===== src/hw/rtl/hafv_pkg.sv =====
// shared constants, types and the arctangent step table of the heading block
// no dependencies

package hafv_pkg;

	localparam int INPUT_WIDTH_DEF     = 16;
	localparam int CORDIC_STAGES_DEF   = 16;
	localparam int ANGLE_FRAC_BITS_DEF = 8;

	localparam int OUT_W     = 17;
	localparam int ZW        = 34;
	localparam int MQ_DEPTH  = 4;
	localparam int OQ_DEPTH  = 2;

	typedef enum logic [1:0] {
		ZS_ZERO = 2'd0,
		ZS_POS  = 2'd1,
		ZS_NEG  = 2'd2
	} zstart_t;

	// atan(2^-i) in units of 2^-32 turn
	function automatic logic [31:0] step_angle(input int unsigned idx);
		logic [31:0] a;
		case (idx)
			0:       a = 32'h2000_0000;
			1:       a = 32'h12E4_051E;
			2:       a = 32'h09FB_385B;
			3:       a = 32'h0511_11D4;
			4:       a = 32'h028B_0D43;
			5:       a = 32'h0145_D7E1;
			6:       a = 32'h00A2_F61E;
			7:       a = 32'h0051_7C55;
			8:       a = 32'h0028_BE53;
			9:       a = 32'h0014_5F2F;
			10:      a = 32'h000A_2F98;
			11:      a = 32'h0005_17CC;
			12:      a = 32'h0002_8BE6;
			13:      a = 32'h0001_45F3;
			14:      a = 32'h0000_A2FA;
			15:      a = 32'h0000_517D;
			16:      a = 32'h0000_28BE;
			17:      a = 32'h0000_145F;
			18:      a = 32'h0000_0A30;
			19:      a = 32'h0000_0518;
			20:      a = 32'h0000_028C;
			21:      a = 32'h0000_0146;
			22:      a = 32'h0000_00A3;
			23:      a = 32'h0000_0051;
			default: a = 32'h0000_0000;
		endcase
		return a;
	endfunction

endpackage


===== src/hw/rtl/heading_angle_from_vector.sv =====
// heading in 1/2^frac degree of a signed 2-d vector, atan2(x, -y) by cordic
// depends on hafv_pkg, hafv_fifo, hafv_front, hafv_back
//
//  channel  | handshake        | beat
//  ---------+------------------+-------------------------------
//  vector   | push / full      | x_component, y_component
//  heading  | pop / empty      | angle
//
// one vector per clock sustained while results are popped; a vector passes
// from the mid queue through an input register, the rotation pipeline of
// one stage per step and the scaling and rounding registers to the result side
// reset clears only queue pointers, queue counts and stage valid bits
// pop held low fills the result queue, freezes the pipeline, then raises full

module heading_angle_from_vector
	import hafv_pkg::*;
#(
	parameter int INPUT_WIDTH     = INPUT_WIDTH_DEF,
	parameter int CORDIC_STAGES   = CORDIC_STAGES_DEF,
	parameter int ANGLE_FRAC_BITS = ANGLE_FRAC_BITS_DEF
) (
	input  logic                          clk,
	input  logic                          arst_n,
	input  logic                          push,
	output logic                          full,
	input  logic signed [INPUT_WIDTH-1:0] x_component,
	input  logic signed [INPUT_WIDTH-1:0] y_component,
	input  logic                          pop,
	output logic                          empty,
	output logic signed [OUT_W-1:0]       angle
);

	localparam int UW = INPUT_WIDTH + CORDIC_STAGES + 3;
	localparam int WW = 1 + OUT_W + 2 + 2 * UW;

	logic [WW-1:0]    fw_word;
	logic [WW-1:0]    mq_word;
	logic             mq_empty;
	logic             mq_pop;
	logic             oq_full;
	logic             oq_push;
	logic [OUT_W-1:0] oq_wdata;
	logic [OUT_W-1:0] oq_rdata;

	hafv_front #(
		.INPUT_WIDTH     (INPUT_WIDTH),
		.CORDIC_STAGES   (CORDIC_STAGES),
		.ANGLE_FRAC_BITS (ANGLE_FRAC_BITS),
		.UW              (UW),
		.WW              (WW)
	) u_front (
		.x_component (x_component),
		.y_component (y_component),
		.word        (fw_word)
	);

	hafv_fifo #(
		.DW    (WW),
		.DEPTH (MQ_DEPTH)
	) u_mid_q (
		.clk    (clk),
		.arst_n (arst_n),
		.push   (push),
		.wdata  (fw_word),
		.full   (full),
		.pop    (mq_pop),
		.rdata  (mq_word),
		.empty  (mq_empty)
	);

	hafv_back #(
		.INPUT_WIDTH     (INPUT_WIDTH),
		.CORDIC_STAGES   (CORDIC_STAGES),
		.ANGLE_FRAC_BITS (ANGLE_FRAC_BITS),
		.UW              (UW),
		.WW              (WW)
	) u_back (
		.clk        (clk),
		.arst_n     (arst_n),
		.word       (mq_word),
		.word_empty (mq_empty),
		.word_pop   (mq_pop),
		.res_full   (oq_full),
		.res_push   (oq_push),
		.res_angle  (oq_wdata)
	);

	hafv_fifo #(
		.DW    (OUT_W),
		.DEPTH (OQ_DEPTH)
	) u_out_q (
		.clk    (clk),
		.arst_n (arst_n),
		.push   (oq_push),
		.wdata  (oq_wdata),
		.full   (oq_full),
		.pop    (pop),
		.rdata  (oq_rdata),
		.empty  (empty)
	);

	assign angle = oq_rdata;

endmodule


===== src/hw/rtl/hafv_fifo.sv =====
// small register queue with push/full and pop/empty sides
// depends on nothing

module hafv_fifo #(
	parameter int DW    = 8,
	parameter int DEPTH = 2
) (
	input  logic          clk,
	input  logic          arst_n,
	input  logic          push,
	input  logic [DW-1:0] wdata,
	output logic          full,
	input  logic          pop,
	output logic [DW-1:0] rdata,
	output logic          empty
);

	localparam int AW = (DEPTH > 1) ? $clog2(DEPTH) : 1;
	localparam int CW = $clog2(DEPTH + 1);
	localparam logic [AW-1:0] LAST = AW'(DEPTH - 1);
	localparam logic [CW-1:0] FULL_CNT = CW'(DEPTH);

	logic [DW-1:0] mem_q [0:DEPTH-1];
	logic [AW-1:0] wr_ptr_q;
	logic [AW-1:0] rd_ptr_q;
	logic [CW-1:0] count_q;
	logic          do_push;
	logic          do_pop;

	assign full    = (count_q == FULL_CNT);
	assign empty   = (count_q == '0);
	assign do_push = push && !full;
	assign do_pop  = pop && !empty;
	assign rdata   = mem_q[rd_ptr_q];

	always_ff @(posedge clk) begin
		if (do_push) begin
			mem_q[wr_ptr_q] <= wdata;
		end
	end

	always_ff @(posedge clk or negedge arst_n) begin
		if (!arst_n) begin
			wr_ptr_q <= '0;
			rd_ptr_q <= '0;
			count_q  <= '0;
		end else begin
			if (do_push) begin
				wr_ptr_q <= (wr_ptr_q == LAST) ? '0 : wr_ptr_q + AW'(1);
			end
			if (do_pop) begin
				rd_ptr_q <= (rd_ptr_q == LAST) ? '0 : rd_ptr_q + AW'(1);
			end
			if (do_push && !do_pop) begin
				count_q <= count_q + CW'(1);
			end else if (do_pop && !do_push) begin
				count_q <= count_q - CW'(1);
			end
		end
	end

endmodule


===== src/hw/rtl/hafv_front.sv =====
// front end: sorts out axis-aligned vectors and turns backward vectors around
// depends on hafv_pkg

module hafv_front
	import hafv_pkg::*;
#(
	parameter int INPUT_WIDTH     = INPUT_WIDTH_DEF,
	parameter int CORDIC_STAGES   = CORDIC_STAGES_DEF,
	parameter int ANGLE_FRAC_BITS = ANGLE_FRAC_BITS_DEF,
	parameter int UW              = INPUT_WIDTH + CORDIC_STAGES + 3,
	parameter int WW              = 1 + OUT_W + 2 + 2 * UW
) (
	input  logic signed [INPUT_WIDTH-1:0] x_component,
	input  logic signed [INPUT_WIDTH-1:0] y_component,
	output logic        [WW-1:0]          word
);

	localparam logic [31:0] D90   = 32'd90 << ANGLE_FRAC_BITS;
	localparam logic [31:0] DN90  = 32'd0 - D90;
	localparam logic [31:0] D180  = 32'd180 << ANGLE_FRAC_BITS;

	logic                 x_zero;
	logic                 y_zero;
	logic                 x_neg;
	logic                 y_pos;
	logic                 special;
	logic [OUT_W-1:0]     sangle;
	zstart_t              zs;
	logic signed [UW-1:0] xe;
	logic signed [UW-1:0] ye;
	logic signed [UW-1:0] u0;
	logic signed [UW-1:0] v0;

	assign x_zero  = (x_component == '0);
	assign y_zero  = (y_component == '0);
	assign x_neg   = x_component[INPUT_WIDTH-1];
	assign y_pos   = !y_component[INPUT_WIDTH-1] && !y_zero;
	assign special = x_zero || y_zero;

	assign xe = {{(UW-INPUT_WIDTH){x_component[INPUT_WIDTH-1]}}, x_component};
	assign ye = {{(UW-INPUT_WIDTH){y_component[INPUT_WIDTH-1]}}, y_component};

	always_comb begin
		priority if (y_zero) begin
			if (x_zero) begin
				sangle = '0;
			end else if (x_neg) begin
				sangle = DN90[OUT_W-1:0];
			end else begin
				sangle = D90[OUT_W-1:0];
			end
		end else if (y_pos) begin
			sangle = D180[OUT_W-1:0];
		end else begin
			sangle = '0;
		end
	end

	// backward vectors are turned by a half turn before rotation
	always_comb begin
		if (y_pos) begin
			u0 = ye <<< CORDIC_STAGES;
			v0 = (-xe) <<< CORDIC_STAGES;
			zs = x_neg ? ZS_NEG : ZS_POS;
		end else begin
			u0 = (-ye) <<< CORDIC_STAGES;
			v0 = xe <<< CORDIC_STAGES;
			zs = ZS_ZERO;
		end
	end

	assign word = {special, sangle, zs, u0, v0};

endmodule


===== src/hw/rtl/hafv_back.sv =====
// back end: pipelined cordic vectoring, degree scaling, rounding and clamp; axis-aligned vectors take their fixed angle
// depends on hafv_pkg

module hafv_back
	import hafv_pkg::*;
#(
	parameter int INPUT_WIDTH     = INPUT_WIDTH_DEF,
	parameter int CORDIC_STAGES   = CORDIC_STAGES_DEF,
	parameter int ANGLE_FRAC_BITS = ANGLE_FRAC_BITS_DEF,
	parameter int UW              = INPUT_WIDTH + CORDIC_STAGES + 3,
	parameter int WW              = 1 + OUT_W + 2 + 2 * UW
) (
	input  logic             clk,
	input  logic             arst_n,
	input  logic [WW-1:0]    word,
	input  logic             word_empty,
	output logic             word_pop,
	input  logic             res_full,
	output logic             res_push,
	output logic [OUT_W-1:0] res_angle
);

	localparam int N    = CORDIC_STAGES;
	localparam int LAST = N + 2;
	localparam int NW   = ZW + 6;
	localparam int SH   = 29 - ANGLE_FRAC_BITS;
	localparam logic signed [ZW-1:0] Z_HALF = {{(ZW-32){1'b0}}, 32'h8000_0000};
	localparam logic signed [NW-1:0] RND    = NW'(1) <<< (SH - 1);
	localparam logic signed [NW-1:0] LIMIT  = NW'(180) <<< ANGLE_FRAC_BITS;

	logic signed [UW-1:0] u_s [0:N];
	logic signed [UW-1:0] v_s [0:N];
	logic signed [ZW-1:0] z_s [0:N];
	logic                 sp_s [0:LAST-1];
	logic [OUT_W-1:0]     sa_s [0:LAST-1];
	logic                 vld_s [0:LAST];
	logic signed [NW-1:0] num_s;
	logic [OUT_W-1:0]     res_s;

	logic                 adv;
	logic                 w_special;
	logic [OUT_W-1:0]     w_sangle;
	logic [1:0]           w_zs;
	logic signed [UW-1:0] w_u;
	logic signed [UW-1:0] w_v;
	logic signed [ZW-1:0] z_init;
	logic signed [NW-1:0] ze;
	logic signed [NW-1:0] rsum;
	logic signed [NW-1:0] rq;
	logic signed [NW-1:0] rc;

	assign adv       = !vld_s[LAST] || !res_full;
	assign word_pop  = adv && !word_empty;
	assign res_push  = vld_s[LAST] && !res_full;
	assign res_angle = res_s;

	assign {w_special, w_sangle, w_zs, w_u, w_v} = word;

	always_comb begin
		unique case (w_zs)
			ZS_POS:  z_init = Z_HALF;
			ZS_NEG:  z_init = -Z_HALF;
			default: z_init = '0;
		endcase
	end

	always_ff @(posedge clk or negedge arst_n) begin
		if (!arst_n) begin
			for (int k = 0; k <= LAST; k++) begin
				vld_s[k] <= 1'b0;
			end
		end else if (adv) begin
			vld_s[0] <= !word_empty;
			for (int k = 1; k <= LAST; k++) begin
				vld_s[k] <= vld_s[k-1];
			end
		end
	end

	always_ff @(posedge clk) begin
		if (adv) begin
			u_s[0]  <= w_u;
			v_s[0]  <= w_v;
			z_s[0]  <= z_init;
			sp_s[0] <= w_special;
			sa_s[0] <= w_sangle;
			for (int k = 1; k < LAST; k++) begin
				sp_s[k] <= sp_s[k-1];
				sa_s[k] <= sa_s[k-1];
			end
		end
	end

	for (genvar i = 0; i < N; i++) begin : g_stage
		localparam logic signed [ZW-1:0] STEP = {{(ZW-32){1'b0}}, step_angle(i)};
		logic signed [UW-1:0] du;
		logic signed [UW-1:0] dv;

		assign du = v_s[i] >>> i;
		assign dv = u_s[i] >>> i;

		always_ff @(posedge clk) begin
			if (adv) begin
				if (!v_s[i][UW-1]) begin
					u_s[i+1] <= u_s[i] + du;
					v_s[i+1] <= v_s[i] - dv;
					z_s[i+1] <= z_s[i] + STEP;
				end else begin
					u_s[i+1] <= u_s[i] - du;
					v_s[i+1] <= v_s[i] + dv;
					z_s[i+1] <= z_s[i] - STEP;
				end
			end
		end
	end

	// turns to degrees: z * 45 / 2^(29 - frac), rounded half up
	assign ze   = {{(NW-ZW){z_s[N][ZW-1]}}, z_s[N]};
	assign rsum = num_s + RND;
	assign rq   = rsum >>> SH;

	always_comb begin
		priority if (rq > LIMIT) begin
			rc = LIMIT;
		end else if (rq < -LIMIT) begin
			rc = -LIMIT;
		end else begin
			rc = rq;
		end
	end

	always_ff @(posedge clk) begin
		if (adv) begin
			num_s <= (ze <<< 5) + (ze <<< 3) + (ze <<< 2) + ze;
			res_s <= sp_s[LAST-1] ? sa_s[LAST-1] : rc[OUT_W-1:0];
		end
	end

endmodule

===== config.mk =====
export PLATFORM = sky130hd
export DESIGN_NAME = heading_angle_from_vector
export DESIGN_NICKNAME = d
export VERILOG_FILES = /design/src/hw/rtl/hafv_pkg.sv /design/src/hw/rtl/heading_angle_from_vector.sv /design/src/hw/rtl/hafv_fifo.sv /design/src/hw/rtl/hafv_front.sv /design/src/hw/rtl/hafv_back.sv
export SDC_FILE = /design/constraint.sdc
export NUM_CORES = 2
export LEC_CHECK = 0
export BUFFER_PORTS_ARGS = -buffer_cell sky130_fd_sc_hd__buf_2
export CAP_MARGIN = 15
export CORE_MARGIN = 5
export CORE_UTILIZATION = 60
export CTS_CLUSTER_SIZE = 25
export DETAILED_ROUTE_END_ITERATION = 8
export GPL_ROUTABILITY_DRIVEN = 0
export PLACE_DENSITY = 0.76
export SLEW_MARGIN = 10
export SYNTH_ARGS = -nofsm -noshare
export SYNTH_HDL_FRONTEND = slang
export SYNTH_SLANG_ARGS = --single-unit

===== constraint.sdc =====
create_clock -name clk -period 7.38 [get_ports clk]
set_input_delay 0.738 -clock clk [delete_from_list [all_inputs] [get_ports clk]]
set_output_delay 0.738 -clock clk [all_outputs]
set_load 0.02 [all_outputs]

# Yosys cells after proc, flatten, opt, wreduce, memory -nomap -nowiden
# Memories as Yosys holds them, arrays and structs flattened.
# Cells that the tools add are included.
# classes
n_lt_le_gt_ge,2
bitwise_logic,48
n_reduce_logical,30
eq_ne,6
n_addsub,109
mux,170
# ops
operator,n
$mux W35,34
$mux W34,16
$mux W1,104
$mux W17,6
$add A35 B20 Y35,2
$add A35 B21 Y35,2
$add A35 B22 Y35,2
$add A35 B23 Y35,2
$add A35 B24 Y35,2
$add A35 B25 Y35,2
$add A35 B26 Y35,2
$add A35 B27 Y35,2
$add A35 B28 Y35,2
$add A35 B29 Y35,2
$add A35 B30 Y35,2
$add A35 B31 Y35,2
$add A35 B32 Y35,2
$add A35 B33 Y35,2
$add A35 B34 Y35,2
$sub A35 B20 Y35,2
$sub A35 B21 Y35,2
$sub A35 B22 Y35,2
$sub A35 B23 Y35,2
$sub A35 B24 Y35,2
71 further kinds,165
# totals
register_bits,87
out_inout_bits,19
mem_bits_rw,2486
mem_count,7
# memory_table
name,words,word_bits,rd,rd_ports_with_merged_regs,write_ports,line_no,rtl
u_back.u_s,17,35,16,0,17,hafv_back.sv:31,logic signed [UW-1:0] u_s [0:N];
u_back.v_s,17,35,16,0,17,hafv_back.sv:32,logic signed [UW-1:0] v_s [0:N];
u_back.z_s,17,34,17,0,17,hafv_back.sv:33,logic signed [ZW-1:0] z_s [0:N];
u_mid_q.mem_q,4,90,1,0,1,hafv_fifo.sv:23,logic [DW-1:0] mem_q [0:DEPTH-1];
u_back.sa_s,18,17,18,0,18,hafv_back.sv:35,logic [OUT_W-1:0] sa_s [0:LAST-1];
u_out_q.mem_q,2,17,1,0,1,hafv_fifo.sv:23,
+1 memories,-,-,-,-,-,-,

# Longest topological paths before layout
# logic_depth
word_depth,8
mapped_depth,24

# Cells and area by module
# A second synthesis with hierarchy kept.
# unflattened
hier_cells,15220
area_unflattened_um2,160338.8
# by_module_without_submodules
module,area_per_inst_um2,instances,cells_per_inst
hafv_back,144142.0,1,14458
hafv_fifo (u_mid_q),13461.7,1,507
hafv_fifo (u_out_q),1473.9,1,72
hafv_front,1261.2,1,183

# Least setup slack after synthesis
# No wires, ideal clock.
# synth_path
path_kind,register -> register
start,reg u_out_q.count_q[0]
end,mem u_back.v_s[8][32] (netlist name) (data pin)
path_buffers,4
required_time_ns,7.118
setup_ns,0.262
path_slack_ns,2.039
path_stages_with_launch,24
period_less_slack_ns,5.341
arrival_ns,5.079
path_cell_list,dfrtp_1 and3b_1 buf_6 inv_6 buf_2 buf_1 nand2_1 inv_2 buf_1 nor2_1 xor2_1 ha_1 a21o_1 a21oi_1 nand2b_1 a2111oi_0 or4_1 o211ai_1 a31oi_1 nor2_1 a21o_1 a21o_1 a211oi_1 xnor2_1
# synth_lines
element,line_no,rtl
start: declaration,hafv_fifo.sv:26,logic [CW-1:0] count_q;
start signal: assignment,hafv_fifo.sv:55,count_q <= count_q + CW'(1);
start signal: assignment,hafv_fifo.sv:57,count_q <= count_q - CW'(1);
end: declaration,hafv_back.sv:32,

==> metrics.txt <==
outcome=completed; worst path arrival time=6730 ps; final setup vio count=0; initial antenna violation count=2; Sequential Area=0.0522 mm²; number of H-tree levels=4; sequential fraction of the synthesis area=40.1%; setup slack after layout=1260 ps; normalized max-slew margin=15.6%; fin nets=14,300; Clock Skew=48.9 ps; crit path kind=register to register; Min Clock Period, post-route=6120 ps; Layout area overhead=8.03%; first-pass GRT wire length=502 mm; effective utilization at floorplan=60.1%; detailed placer's ending HPWL=240 mm; io pins=55; die height=476 µm; RSZ-0062 raised after global routing=false; Unique masters post-synth=113; Synth area leader=edfxtp_1; clk root buf=clkbuf_16; Yosys reg bits=1,744; max-cap violations=0; total wire length=313 mm; via/cell ratio=6.28; Fillers=16,400; Least-Margin Pin Slew=1270 ps; CTS max path bufs=3; multi-input combinational cell area=0.0750 mm²; Synth top cells by count=edfxtp_1, ha_1, xnor2_1, a21oi_1, nor2_1; vias in the first global route=96,900; CTS tree=built; clk_lat worst skew=870 ps; Worst-path clk slew=60 ps; post-DR wirelength/cell=19.8 µm; Overall Global Routing Usage=27.1%; final worst path period share=83.0%; Row Count=171; Place WS=1440 ps; Synth top area share=39.6%; Final Hold Fails=0; fin util=64.9%; largest net degree at the start of global routing=121; Post-Syn Instances=12,700; crit-path max FO=55; clk sinks=1,744; die width=476 µm; die footprint=0.226 mm²; port bufs=54; Iter 0 DRT Violations=8,867; YS warnings=0; Req. time, crit path=7990 ps; most used flip-flop cell after synthesis=edfxtp_1; ys async rst share=1.72%; via count=99,400; DRC Markers=0; core area=0.217 mm²; syn avg cell area=10.2 µm²; main area contributors after synthesis=edfxtp_1, ha_1, xnor2_1; GR Overflow Total=0; setup TNS=0 ps; reg2reg setup slack=1260 ps; CP endpoint kind=register; Slew Limit Fails=0; most common cell in the netlist=edfxtp_1; Startpoint Class=register; Max Clock Freq=163 MHz; post-CTS sizing=0; fraction of layout cells with a size suffix above 1=5.11%; Worst Hold Class=primary input to register; number of flops mapped to enable cells by yosys=1,714; mapped cell area=0.130 mm²; CTS Buf Count=189; DRT Pass-1 Iters=8; post-route ant nets=0
[placed cells by master, fill, tap and decap left out, types with 49 or more instances in the layout]
cell       instances
inv_1            556
clkbuf_16        190
nor2b_1          170
xor2_1           614
edfxtp_1        1714
nor3_1           275
or2_2             49
a21o_1           548
ha_1            1363
o21ai_0          660
and3_1           101
a21oi_1         1148
nand4_1           77
o31ai_1          137
nor2_1           939
buf_4             60
o21bai_1         152
nor4_1           106
xnor2_1         1159
a31oi_1          122
o41ai_1           56
and2_1            63
a211oi_1          88
fa_1              98
or3_1             82
nand2b_1         234
o21a_1           198
nand2_1          766
buf_2             54
nand3_1          215
[stage by stage]
step           instance area (µm²)  hold WS (ps)  std cells
2_1_floorplan               130000           400      12700
3_3_place_gp                134000           400      15500
3_5_place_dp                134000           405      15500
4_1_cts                     140000          17.0      15800
5_1_grt                     141000          65.6      15800
6_report                    141000           104      15800
[per-layer routing]
layer  part of all wire, %  routed length (µm)  global-route usage (%)
met1                    41              129000                    34.8
met2                    48              149000                    45.9
met3                   6.5               20300                    3.64
met4                   4.8               15000                    12.0
met5                0.0051                  16                       0
[flip-flops by register name, summed over array words and instances (netlist names)]
name              flops
u_mid_q.rd_ptr_q      2
u_mid_q.mem_q       184
u_back.res_angle     17
u_back.u_s          432
u_mid_q.count_q       3
u_back.z_s          474
u_back.sp_s          18
u_out_q.rd_ptr_q      1
u_back.num_s         20
u_back.sa_s          90
u_out_q.wr_ptr_q      1
u_out_q.mem_q        34
u_back.v_s          445
u_mid_q.wr_ptr_q      2
u_back.vld_s         19
u_out_q.count_q       2
[path summary, 6_finish.rpt]
| check | startpoint | end | cells after the start |
|---|---|---|---|
| min in group asynchronous | arst_n | u_out_q.rd_ptr_q | 2 |
| max reg2reg | u_out_q.count_q[0] | u_back.u_s[9][34] | 21 |
| min | y_component[0] | u_mid_q.mem_q[2][51] | 1 |
| max | u_out_q.count_q[0] | u_back.u_s[9][34] | 21 |
| min reg2reg | u_back.sa_s[10][16] | u_back.sa_s[11][16] | 0 |
| max in group asynchronous | arst_n | u_mid_q.rd_ptr_q[1] | 2 |
[final cells by class]
cell class / instances / share of cell area (%)
well taps: 2854 / 2.54
clock buffers: 205 / 3.42
clock inverters: 147 / 1.37
flip-flops and latches: 1744 / 37.2
multi-input cells: 10200 / 53.4
diodes: 1 / 0.00178
inverters: 586 / 1.59
repair buffers: 116 / 0.540
[logic make-up after synthesis]
family	Yosys count	synth area share [%]
and+or+nand+nor	3256	12.2
muxes	122	1.41
xor gates and xnor gates	1773	11.9
buffers and inverters	765	2.23
other	1	0.00288
adders and majority gates	1461	14.6
AOI/OAI and AO/OA	3569	17.5
DFF	1744	40.1
[critical path, cell delays in order, from the launching register on]
cell and delay, ps:
dfrtp_1 450, and3b_4 260, inv_6 510, nand2_1 110
buf_4 280, clkinv_1 90, buf_4 510, nor2_1 120
xnor2_1 160, ha_1 330, a21o_1 190, a21oi_1 270
o21ai_1 140, a221o_1 360, a311oi_1 520, o21ai_1 230
a221o_1 400, a21oi_1 290, o211a_1 240, o21ai_0 70
o21ai_0 120, xnor2_1 90
[timing repair]
| item | CTS | global route |
|---|---|---|
| hold buffers | 1 | 0 |
| hold endpoints to repair | 30 | 0 |
| setup buffers | 0 | 0 |
Power is not shown: default switching activity piles up to over one toggle a cycle in this logic, so the estimate is an artifact.
